===== config.mk =====
export PLATFORM = sky130hd
export DESIGN_NAME = http_response_chunked_decoder
export DESIGN_NICKNAME = d
export VERILOG_FILES = /design/src/rtl/core/hrcd_pkg.sv /design/src/rtl/core/http_response_chunked_decoder.sv
export SDC_FILE = /design/constraint.sdc
export NUM_CORES = 1
export LEC_CHECK = 0
export BUFFER_PORTS_ARGS = -buffer_cell sky130_fd_sc_hd__buf_2
export CAP_MARGIN = 10
export CORE_UTILIZATION = 58
export CTS_BUF_LIST = sky130_fd_sc_hd__clkbuf_4 sky130_fd_sc_hd__clkbuf_8
export CTS_CLUSTER_DIAMETER = 50
export DETAILED_ROUTE_END_ITERATION = 16
export PLACE_DENSITY = 0.79
export SYNTH_ARGS = -nofsm -noshare
export SYNTH_HDL_FRONTEND = slang
export SYNTH_SLANG_ARGS = --single-unit

===== constraint.sdc =====
create_clock -name clock -period 4.6 [get_ports clock]
set_input_delay 1.15 -clock clock [delete_from_list [all_inputs] [get_ports clock]]
set_output_delay 1.15 -clock clock [all_outputs]
set_load 0.1 [all_outputs]

===== src/rtl/core/hrcd_pkg.sv =====
`timescale 1ns / 1ps
package hrcd_pkg;

   localparam int CHUNK_LEN_BITS_DEF = 32;
   localparam int TE_LEN = 17;
   localparam int CK_LEN = 7;

   localparam logic [1:0] TOP_HEADER  = 2'd0;
   localparam logic [1:0] TOP_PLAIN   = 2'd1;
   localparam logic [1:0] TOP_CHUNKED = 2'd2;

   localparam logic [1:0] ST_SKIP   = 2'd0;
   localparam logic [1:0] ST_DIGITS = 2'd1;
   localparam logic [1:0] ST_DONE   = 2'd2;

   localparam logic [3:0] CK_PREFIX = 4'd0;
   localparam logic [3:0] CK_ZERO   = 4'd1;
   localparam logic [3:0] CK_X      = 4'd2;
   localparam logic [3:0] CK_DIGITS = 4'd3;
   localparam logic [3:0] CK_REST   = 4'd4;
   localparam logic [3:0] CK_DATA   = 4'd5;
   localparam logic [3:0] CK_SKIP1  = 4'd6;
   localparam logic [3:0] CK_SKIP2  = 4'd7;
   localparam logic [3:0] CK_END    = 4'd8;

   localparam logic [1:0] ERR_NONE   = 2'd0;
   localparam logic [1:0] ERR_NOCRLF = 2'd1;
   localparam logic [1:0] ERR_STATUS = 2'd2;
   localparam logic [1:0] ERR_NOSEP  = 2'd3;

   localparam logic [7:0] CHR_CR = 8'h0d;
   localparam logic [7:0] CHR_LF = 8'h0a;

   typedef struct packed {
      logic [7:0] data_byte;
      logic       end_of_response;
   } req_word_type;

   typedef struct packed {
      logic        item_kind;
      logic [7:0]  body_byte;
      logic [15:0] status_code;
      logic        status_ok;
      logic [1:0]  error_code;
      logic        was_chunked;
      logic        chunk_cut_short;
      logic        final_item;
   } rsp_word_type;

   function automatic logic [7:0] to_lower(input logic [7:0] b);
      return (b >= 8'h41 && b <= 8'h5a) ? b + 8'd32 : b;
   endfunction

   function automatic logic [7:0] te_char(input logic [4:0] i);
      case (i)
         5'd0: return "t";   5'd1: return "r";   5'd2: return "a";
         5'd3: return "n";   5'd4: return "s";   5'd5: return "f";
         5'd6: return "e";   5'd7: return "r";   5'd8: return "-";
         5'd9: return "e";   5'd10: return "n";  5'd11: return "c";
         5'd12: return "o";  5'd13: return "d";  5'd14: return "i";
         5'd15: return "n";  5'd16: return "g";
         default: return 8'h00;
      endcase
   endfunction

   function automatic logic [7:0] ck_char(input logic [2:0] i);
      case (i)
         3'd0: return "c"; 3'd1: return "h"; 3'd2: return "u"; 3'd3: return "n";
         3'd4: return "k"; 3'd5: return "e"; 3'd6: return "d";
         default: return 8'h00;
      endcase
   endfunction

endpackage


===== src/rtl/core/http_response_chunked_decoder.sv =====
`timescale 1ns / 1ps
// Streaming HTTP/1.1 response decoder. One response byte is taken per cycle unless the
// result queue lacks room for its words; the body comes out one word per body byte,
// dechunked when the first transfer-encoding header names chunked; the byte flagged
// end_of_response also yields a summary word (status, ok, chunked, cut-short, error)
// after any body word it causes, and all parse state then returns to reset for the next
// response. A byte passes through the input register and then into the two-entry result
// queue; a byte that yields both a body word and a summary word waits until the queue,
// after any word read out in that cycle, is empty.
module http_response_chunked_decoder
   import hrcd_pkg::*;
#(
   parameter int CHUNK_LEN_BITS = CHUNK_LEN_BITS_DEF
) (
   input  logic         clock,
   input  logic         reset,
   input  logic         req_valid,
   output logic         req_ready,
   input  req_word_type req_data,
   output logic         rsp_valid,
   input  logic         rsp_ready,
   output rsp_word_type rsp_data
);

   localparam logic [CHUNK_LEN_BITS-1:0] LEN_MAX = '1;

   logic         inv_ff;
   req_word_type inw_ff;
   logic [1:0]  top_ff, top_in;
   logic [23:0] recent_ff, recent_in;
   logic crlf_ff, crlf_in, space_ff, space_in;
   logic [1:0]  bas_ff, bas_in, stp_ff, stp_in;
   logic [15:0] acc_ff, acc_in;
   logic [4:0]  hmi_ff, hmi_in;
   logic hfound_ff, hfound_in, teopen_ff, teopen_in;
   logic [2:0]  cmi_ff, cmi_in;
   logic cflag_ff, cflag_in;
   logic [3:0]  ckp_ff, ckp_in;
   logic [CHUNK_LEN_BITS-1:0] rem_ff, rem_in;
   logic sizecr_ff, sizecr_in;

   rsp_word_type q0_ff, q1_ff;
   logic [1:0]   qn_ff;
   logic         emit_body, emit_sum, fire;
   rsp_word_type body_w, sum_w;

   // process only when the queue, after this cycle's read, has room for every word the byte yields
   logic [1:0] qn_after;
   assign qn_after = qn_ff - {1'b0, (rsp_valid & rsp_ready)};
   assign fire = inv_ff && (qn_after == 2'd0 ||
                 (qn_after == 2'd1 && !(emit_body && emit_sum)));
   assign req_ready = !inv_ff || fire;

   always_comb begin
      logic [7:0] b, lb, prev;
      logic [16:0] v;
      logic [4:0] d;
      logic isdig;
      b = inw_ff.data_byte;
      lb = to_lower(b);
      prev = recent_ff[7:0];
      top_in = top_ff; crlf_in = crlf_ff; space_in = space_ff; bas_in = bas_ff;
      stp_in = stp_ff; acc_in = acc_ff; hmi_in = hmi_ff; hfound_in = hfound_ff;
      teopen_in = teopen_ff; cmi_in = cmi_ff; cflag_in = cflag_ff; ckp_in = ckp_ff;
      rem_in = rem_ff; sizecr_in = sizecr_ff;
      emit_body = 1'b0;
      isdig = b >= "0" && b <= "9";
      v = '0;
      if (isdig) d = {1'b0, b[3:0]};
      else if (lb >= "a" && lb <= "f") d = {1'b0, lb[3:0]} + 5'd9;
      else d = 5'h10;

      if (b == CHR_LF && prev == CHR_CR) crlf_in = 1'b1;
      if (space_ff) begin
         if (bas_ff != 2'd3) bas_in = bas_ff + 2'd1;
         case (stp_ff)
            ST_SKIP: begin
               if (b == " " || (b >= 8'h09 && b <= 8'h0d)) stp_in = ST_SKIP;
               else if (b == "+") stp_in = ST_DIGITS;
               else if (isdig) begin
                  acc_in = {12'd0, b[3:0]}; stp_in = ST_DIGITS;
               end else stp_in = ST_DONE;
            end
            ST_DIGITS: begin
               if (isdig) begin
                  v = {1'b0, acc_ff} * 17'd10 + {13'd0, b[3:0]};
                  acc_in = (v > 17'hffff || acc_ff > 16'd6553) ? 16'hffff : v[15:0];
               end else stp_in = ST_DONE;
            end
            default: ;
         endcase
      end else if (b == " ") space_in = 1'b1;

      case (top_ff)
         TOP_HEADER: begin
            if (!hfound_ff) begin
               if (lb == te_char(hmi_ff)) begin
                  if (hmi_ff == 5'(TE_LEN - 1)) begin
                     hfound_in = 1'b1; teopen_in = 1'b1; hmi_in = '0;
                  end else hmi_in = hmi_ff + 5'd1;
               end else hmi_in = (lb == "t") ? 5'd1 : 5'd0;
            end else if (teopen_ff) begin
               if (b == CHR_LF && prev == CHR_CR) teopen_in = 1'b0;
               else if (!cflag_ff) begin
                  if (lb == ck_char(cmi_ff)) begin
                     if (cmi_ff == 3'(CK_LEN - 1)) begin
                        cflag_in = 1'b1; cmi_in = '0;
                     end else cmi_in = cmi_ff + 3'd1;
                  end else cmi_in = (lb == "c") ? 3'd1 : 3'd0;
               end
            end
            if (b == CHR_LF && recent_ff == 24'h0d0a0d)
               top_in = cflag_in ? TOP_CHUNKED : TOP_PLAIN;
         end
         TOP_PLAIN: emit_body = 1'b1;
         default: begin
            case (ckp_ff)
               CK_DATA: begin
                  rem_in = rem_ff - 1'b1;
                  if (rem_ff == CHUNK_LEN_BITS'(1)) ckp_in = CK_SKIP1;
                  emit_body = 1'b1;
               end
               CK_SKIP1: ckp_in = CK_SKIP2;
               CK_SKIP2: begin
                  ckp_in = CK_PREFIX; rem_in = '0; sizecr_in = 1'b0;
               end
               CK_END: ;
               default: begin
                  if (b == CHR_LF && sizecr_ff) begin
                     sizecr_in = 1'b0;
                     ckp_in = (rem_ff == '0) ? CK_END : CK_DATA;
                  end else begin
                     sizecr_in = (b == CHR_CR);
                     if ((ckp_ff == CK_PREFIX) && (b == " " || b == 8'h09)) ;
                     else if (ckp_ff == CK_PREFIX && b == "0") ckp_in = CK_ZERO;
                     else if (ckp_ff == CK_ZERO && lb == "x") ckp_in = CK_X;
                     else if (ckp_ff == CK_REST) ;
                     else if (!d[4]) begin
                        ckp_in = CK_DIGITS;
                        if (rem_ff[CHUNK_LEN_BITS-1 -: 4] != 4'd0) rem_in = LEN_MAX;
                        else rem_in = {rem_ff[CHUNK_LEN_BITS-5:0], d[3:0]};
                     end else ckp_in = CK_REST;
                  end
               end
            endcase
         end
      endcase
      emit_sum = inw_ff.end_of_response;
   end

   always_comb begin
      body_w = '0;
      body_w.body_byte = inw_ff.data_byte;
      sum_w = '0;
      sum_w.item_kind = 1'b1;
      sum_w.final_item = 1'b1;
      sum_w.chunk_cut_short = (top_ff == TOP_CHUNKED) && (ckp_in == CK_DATA);
      if (!crlf_in) sum_w.error_code = ERR_NOCRLF;
      else if (!space_in || bas_in != 2'd3) sum_w.error_code = ERR_STATUS;
      else if (top_in == TOP_HEADER) sum_w.error_code = ERR_NOSEP;
      else sum_w.error_code = ERR_NONE;
      if (sum_w.error_code == ERR_NONE || sum_w.error_code == ERR_NOSEP)
         sum_w.status_code = acc_in;
      sum_w.status_ok = sum_w.error_code == ERR_NONE && sum_w.status_code >= 16'd200
                        && sum_w.status_code <= 16'd299;
      sum_w.was_chunked = sum_w.error_code == ERR_NONE && top_in == TOP_CHUNKED;
   end

   assign rsp_valid = qn_ff != 2'd0;
   assign rsp_data  = q0_ff;

   always_ff @(posedge clock) begin
      logic [1:0] n;
      rsp_word_type a, c;
      if (req_ready) inw_ff <= req_data;
      n = qn_after;
      a = q0_ff; c = q1_ff;
      if (rsp_valid && rsp_ready) a = q1_ff;
      if (fire && emit_body) begin
         if (n == 2'd0) a = body_w; else c = body_w;
         n = n + 2'd1;
      end
      if (fire && emit_sum) begin
         if (n == 2'd0) a = sum_w; else c = sum_w;
         n = n + 2'd1;
      end
      q0_ff <= a; q1_ff <= c;
      if (reset) begin
         inv_ff <= 1'b0; qn_ff <= '0;
      end else begin
         qn_ff <= n;
         if (req_ready) inv_ff <= req_valid;
      end
      if (reset || (fire && emit_sum)) begin
         top_ff <= TOP_HEADER; recent_ff <= '0; crlf_ff <= 1'b0; space_ff <= 1'b0;
         bas_ff <= '0; stp_ff <= ST_SKIP; acc_ff <= '0; hmi_ff <= '0;
         hfound_ff <= 1'b0; teopen_ff <= 1'b0; cmi_ff <= '0; cflag_ff <= 1'b0;
         ckp_ff <= CK_PREFIX; rem_ff <= '0; sizecr_ff <= 1'b0;
      end else if (fire) begin
         top_ff <= top_in; recent_ff <= {recent_ff[15:0], inw_ff.data_byte};
         crlf_ff <= crlf_in; space_ff <= space_in; bas_ff <= bas_in; stp_ff <= stp_in;
         acc_ff <= acc_in; hmi_ff <= hmi_in; hfound_ff <= hfound_in;
         teopen_ff <= teopen_in; cmi_ff <= cmi_in; cflag_ff <= cflag_in;
         ckp_ff <= ckp_in; rem_ff <= rem_in; sizecr_ff <= sizecr_in;
      end
   end

endmodule

==> summary.md <==
| Metric | Value |
|---|---|
| Status | `finished clean` |
| Gr ovfl total | `0` |
| Final Cell Area | `11,690 um^2` |
| Crit path kind | `flop to flop` |
| Cell occurring most often along the worst timing path | `ha_1` |
| CTS Buf Count | `17` |
| Antenna violations before repair | `0` |
| Register bit total from synthesis | `177` |
| Commonest non-fill, non-tap cell in the layout | `nand2_1` |
| Hold wc startpoint | `recent_ff[22]` |
| IR drop worst, VDD | `696.4 uV` |
| Register area share after synthesis | `34.03%` |
| Layout cell share with drive strength beyond 1 | `11.74%` |
| H-tree depth | `4` |
| Final ANT Viol Nets | `0` |
| GR peak layer | `met2` |
| Vias/cell | `6.418` |
| Critical Path Max Stage Delay | `530 ps` |
| N_diodes | `0` |
| Crit path buf inv count | `1` |
| Met1 Use GR | `43.43%` |
| First-pass detailed-route iteration total | `6` |
| Critical path arrival | `4840 ps` |
| TritonCTS clock tree | `done` |
| Crit-path max FO | `8` |
| Crit path depth | `14` |
| Area grow syn2layout | `9.480%` |
| Rel. slew slack | `26.46%` |
| Setup crit start | `acc_ff[5]` |
| Most frequent cells in the layout | `nand2_1 (182), dfxtp_1 (161), a21oi_1 (137)` |
| Synth Flop Type | `dfxtp_1` |
| Mapped Cells | `1,373` |
| Synth Area per Inst | `7.777 um^2` |
| Max Buffers Root-to-Sink | `2` |
| Area leader, netlist | `dfxtp_1` |
| Setup violations, final | `0` |
| Total track usage | `30.17%` |
| Die area | `18,960 um^2` |
| Startpoint types | `flop` |
| Vias in the first global route | `9,076` |
| CTS sink count | `177` |
| Slew @ Worst Pin | `1100 ps` |
| Die width | `137.7 um` |
| Global-route wire length before repair | `45,420 um` |
| Hpwl dp | `20,070 um` |
| Initial drt markers | `1,295` |
| Post-detailed-route wirelength per cell | `17.38 um` |
| Fmax | `0.2253 GHz` |
| Vias | `10,490` |
| Crit path time final | `4438 ps` |
| Worst-path cell chain | `ha_1, ha_1, nor2b_2, o221a_4, or4_1, o311a_2, or3_1, a2111o_1, xor2_4, buf_4, a211o_1, and4b_1, a32oi_1, o31ai_2` |
| Clock Skews | `25.13 ps` |
| Total core area | `18,020 um^2` |
| TNS Setup | `0 ps` |
| Final worst-path cycle share | `96.48%` |
| Final Hold Fails | `0` |
| Grt met2 use | `45.25%` |
| Clock-pin slew on the worst setup and hold paths | `120 ps` |
| P per Cell Area | `380.0 nW/um^2` |
| Worst hold path class | `flop to flop` |
| Critical path capture point type | `flop` |
| Leakage | `0.004689 uW` |
| Die height | `137.7 um` |
| Total of max-cap violations | `0` |
| CP required | `5000 ps` |
| Worst path slowest cell | `a2111o_1` |
| WL final | `28,420 um` |
| Number of synthesized flops with an enable pin | `9` |
| Synth async-reset ratio | `0%` |
| Pins Over Slew Limit | `0` |
| Yosys top cell area share | `31.50%` |
| Initial Utilization | `59.24%` |
| Reg2Reg Launch Point | `acc_ff[5]` |
| DRC viols | `0` |
| Rows | `49` |
| R2r worst-path depth | `14` |
| Hold Slack | `460.1 ps` |
| Largest cells by area after synthesis | `dfxtp_1 (31%), nand2_1 (6.5%), a21oi_1 (6.4%), ha_1 (6.1%), o21ai_0 (5.2%)` |
| Syn nets | `1,440` |
| CTS Root Cell | `clkbuf_8` |
| Ports | `46` |
| Hold Path Depth | `2` |
| Placed Instance Area | `11,220 um^2` |
| Flop2flop setup slack | `160 ps` |
| Yosys warning total | `0` |
| Final design utilization | `64.85%` |
| Cell Area, Synth | `10,680 um^2` |
| Largest net degree at the start of global routing | `91` |
| Unique masters post-synth | `89` |
| Count of buffers from port buffering | `45` |
| Clock Latency Late Sink | `490 ps` |
| RD Place Congestion | `0.9754` |
| GR Util met3 | `5.850%` |
| Final-stage net count | `1,461` |
| CP delay by family, top | `compound AO/OA/AOI/OAI gates` |
## registers in the layout, summed over array words and instances, names as in the netlist, 2 cells and up, named ones only
signal     count
recent_ff     24
bas_ff         2
acc_ff        16
hmi_ff         5
qn_ff          2
rem_ff        32
cmi_ff         3
q1_ff         31
ckp_ff         4
top_ff         2
rsp_data      31
stp_ff         2
body_w         8
## synthesized netlist by cell type (all sizes together), types with 13 or more instances
library cell  count
o31ai            15
o22ai            22
a211oi           22
inv              42
xnor2            26
dfxtp           168
nand3            29
nand2           184
a21oi           137
clkbuf           78
a31oi            21
nor3             42
ha               52
and3             13
xor2             15
nor4             14
mux2i            38
o21ai           115
a22oi            22
nor2            126
## stage by stage
| stage | setup slack, ps | cells | power (uW) |
|---|---|---|---|
| 2_1_floorplan | 25.38 | 1373 | 2933 |
| 3_3_place_gp | 286.5 | 1602 | 3349 |
| 5_1_grt | -1.640 | 1635 | 4668 |
| 4_1_cts | 130.8 | 1633 | 4408 |
| 3_5_place_dp | 168.6 | 1602 | 3380 |
| 6_report | 162.1 | 1635 | 4442 |
## report_power, final
group	switching [uW]	internal, uW	total, uW
clock	652	401	1050
sequential	118	1650	1770
combinational	1090	530	1620
## timing repair
action                                  CTS  global route
endpoints found under the setup margin    0             4
hold buffers                              0             0
setup buffers                             0             2
gates resized for setup                   0            19
## worst paths after layout
path                                       to
worst min-delay path            recent_ff[22]
worst max register to register       q1_ff[5]
worst max-delay path                 q1_ff[5]
worst min register to register  recent_ff[22]
## cells by family (layout without fill, tap and decap cells)
family | count (synthesis) | count (layout) | synth area share [%]
DFF | 177 | 177 | 34.03
and+or+nand+nor | 499 | 499 | 22.26
xor gates and xnor gates | 42 | 42 | 3.715
buffers and inverters | 128 | 161 | 4.535
AOI/OAI and AO/OA | 430 | 430 | 24.90
adders and majority gates | 54 | 54 | 6.468
muxes | 43 | 43 | 4.089
## per-layer routing
layer	vias to the layer above	wire, um	share of wire (%)
li1	5036	-	-
met1	4896	13230	47
met2	510	12270	43
met3	52	2381	8.4
met4	0	541	1.9
met5	-	0	0
## tightest hold or removal path, delay by kind of cell (launching register included)
kind / cells / cell delay (ps)
and+or+nand+nor: 1 / 50
DFF: 1 / 320
AOI/OAI and AO/OA: 1 / 50
## area by class of cell
| type | count | area (um^2) |
|---|---|---|
| clock buffers | 17 | 234.0 |
| clock inverters | 14 | 140.1 |
| fillers | 1546 | 6335 |
| inverters | 42 | 157.7 |
| multi-input cells | 1068 | 6664 |
| flip-flops and latches | 177 | 3645 |
| well taps | 229 | 286.5 |
| repair buffers | 88 | 563.0 |
No activity file was read; power rests on OpenSTA's default activity.
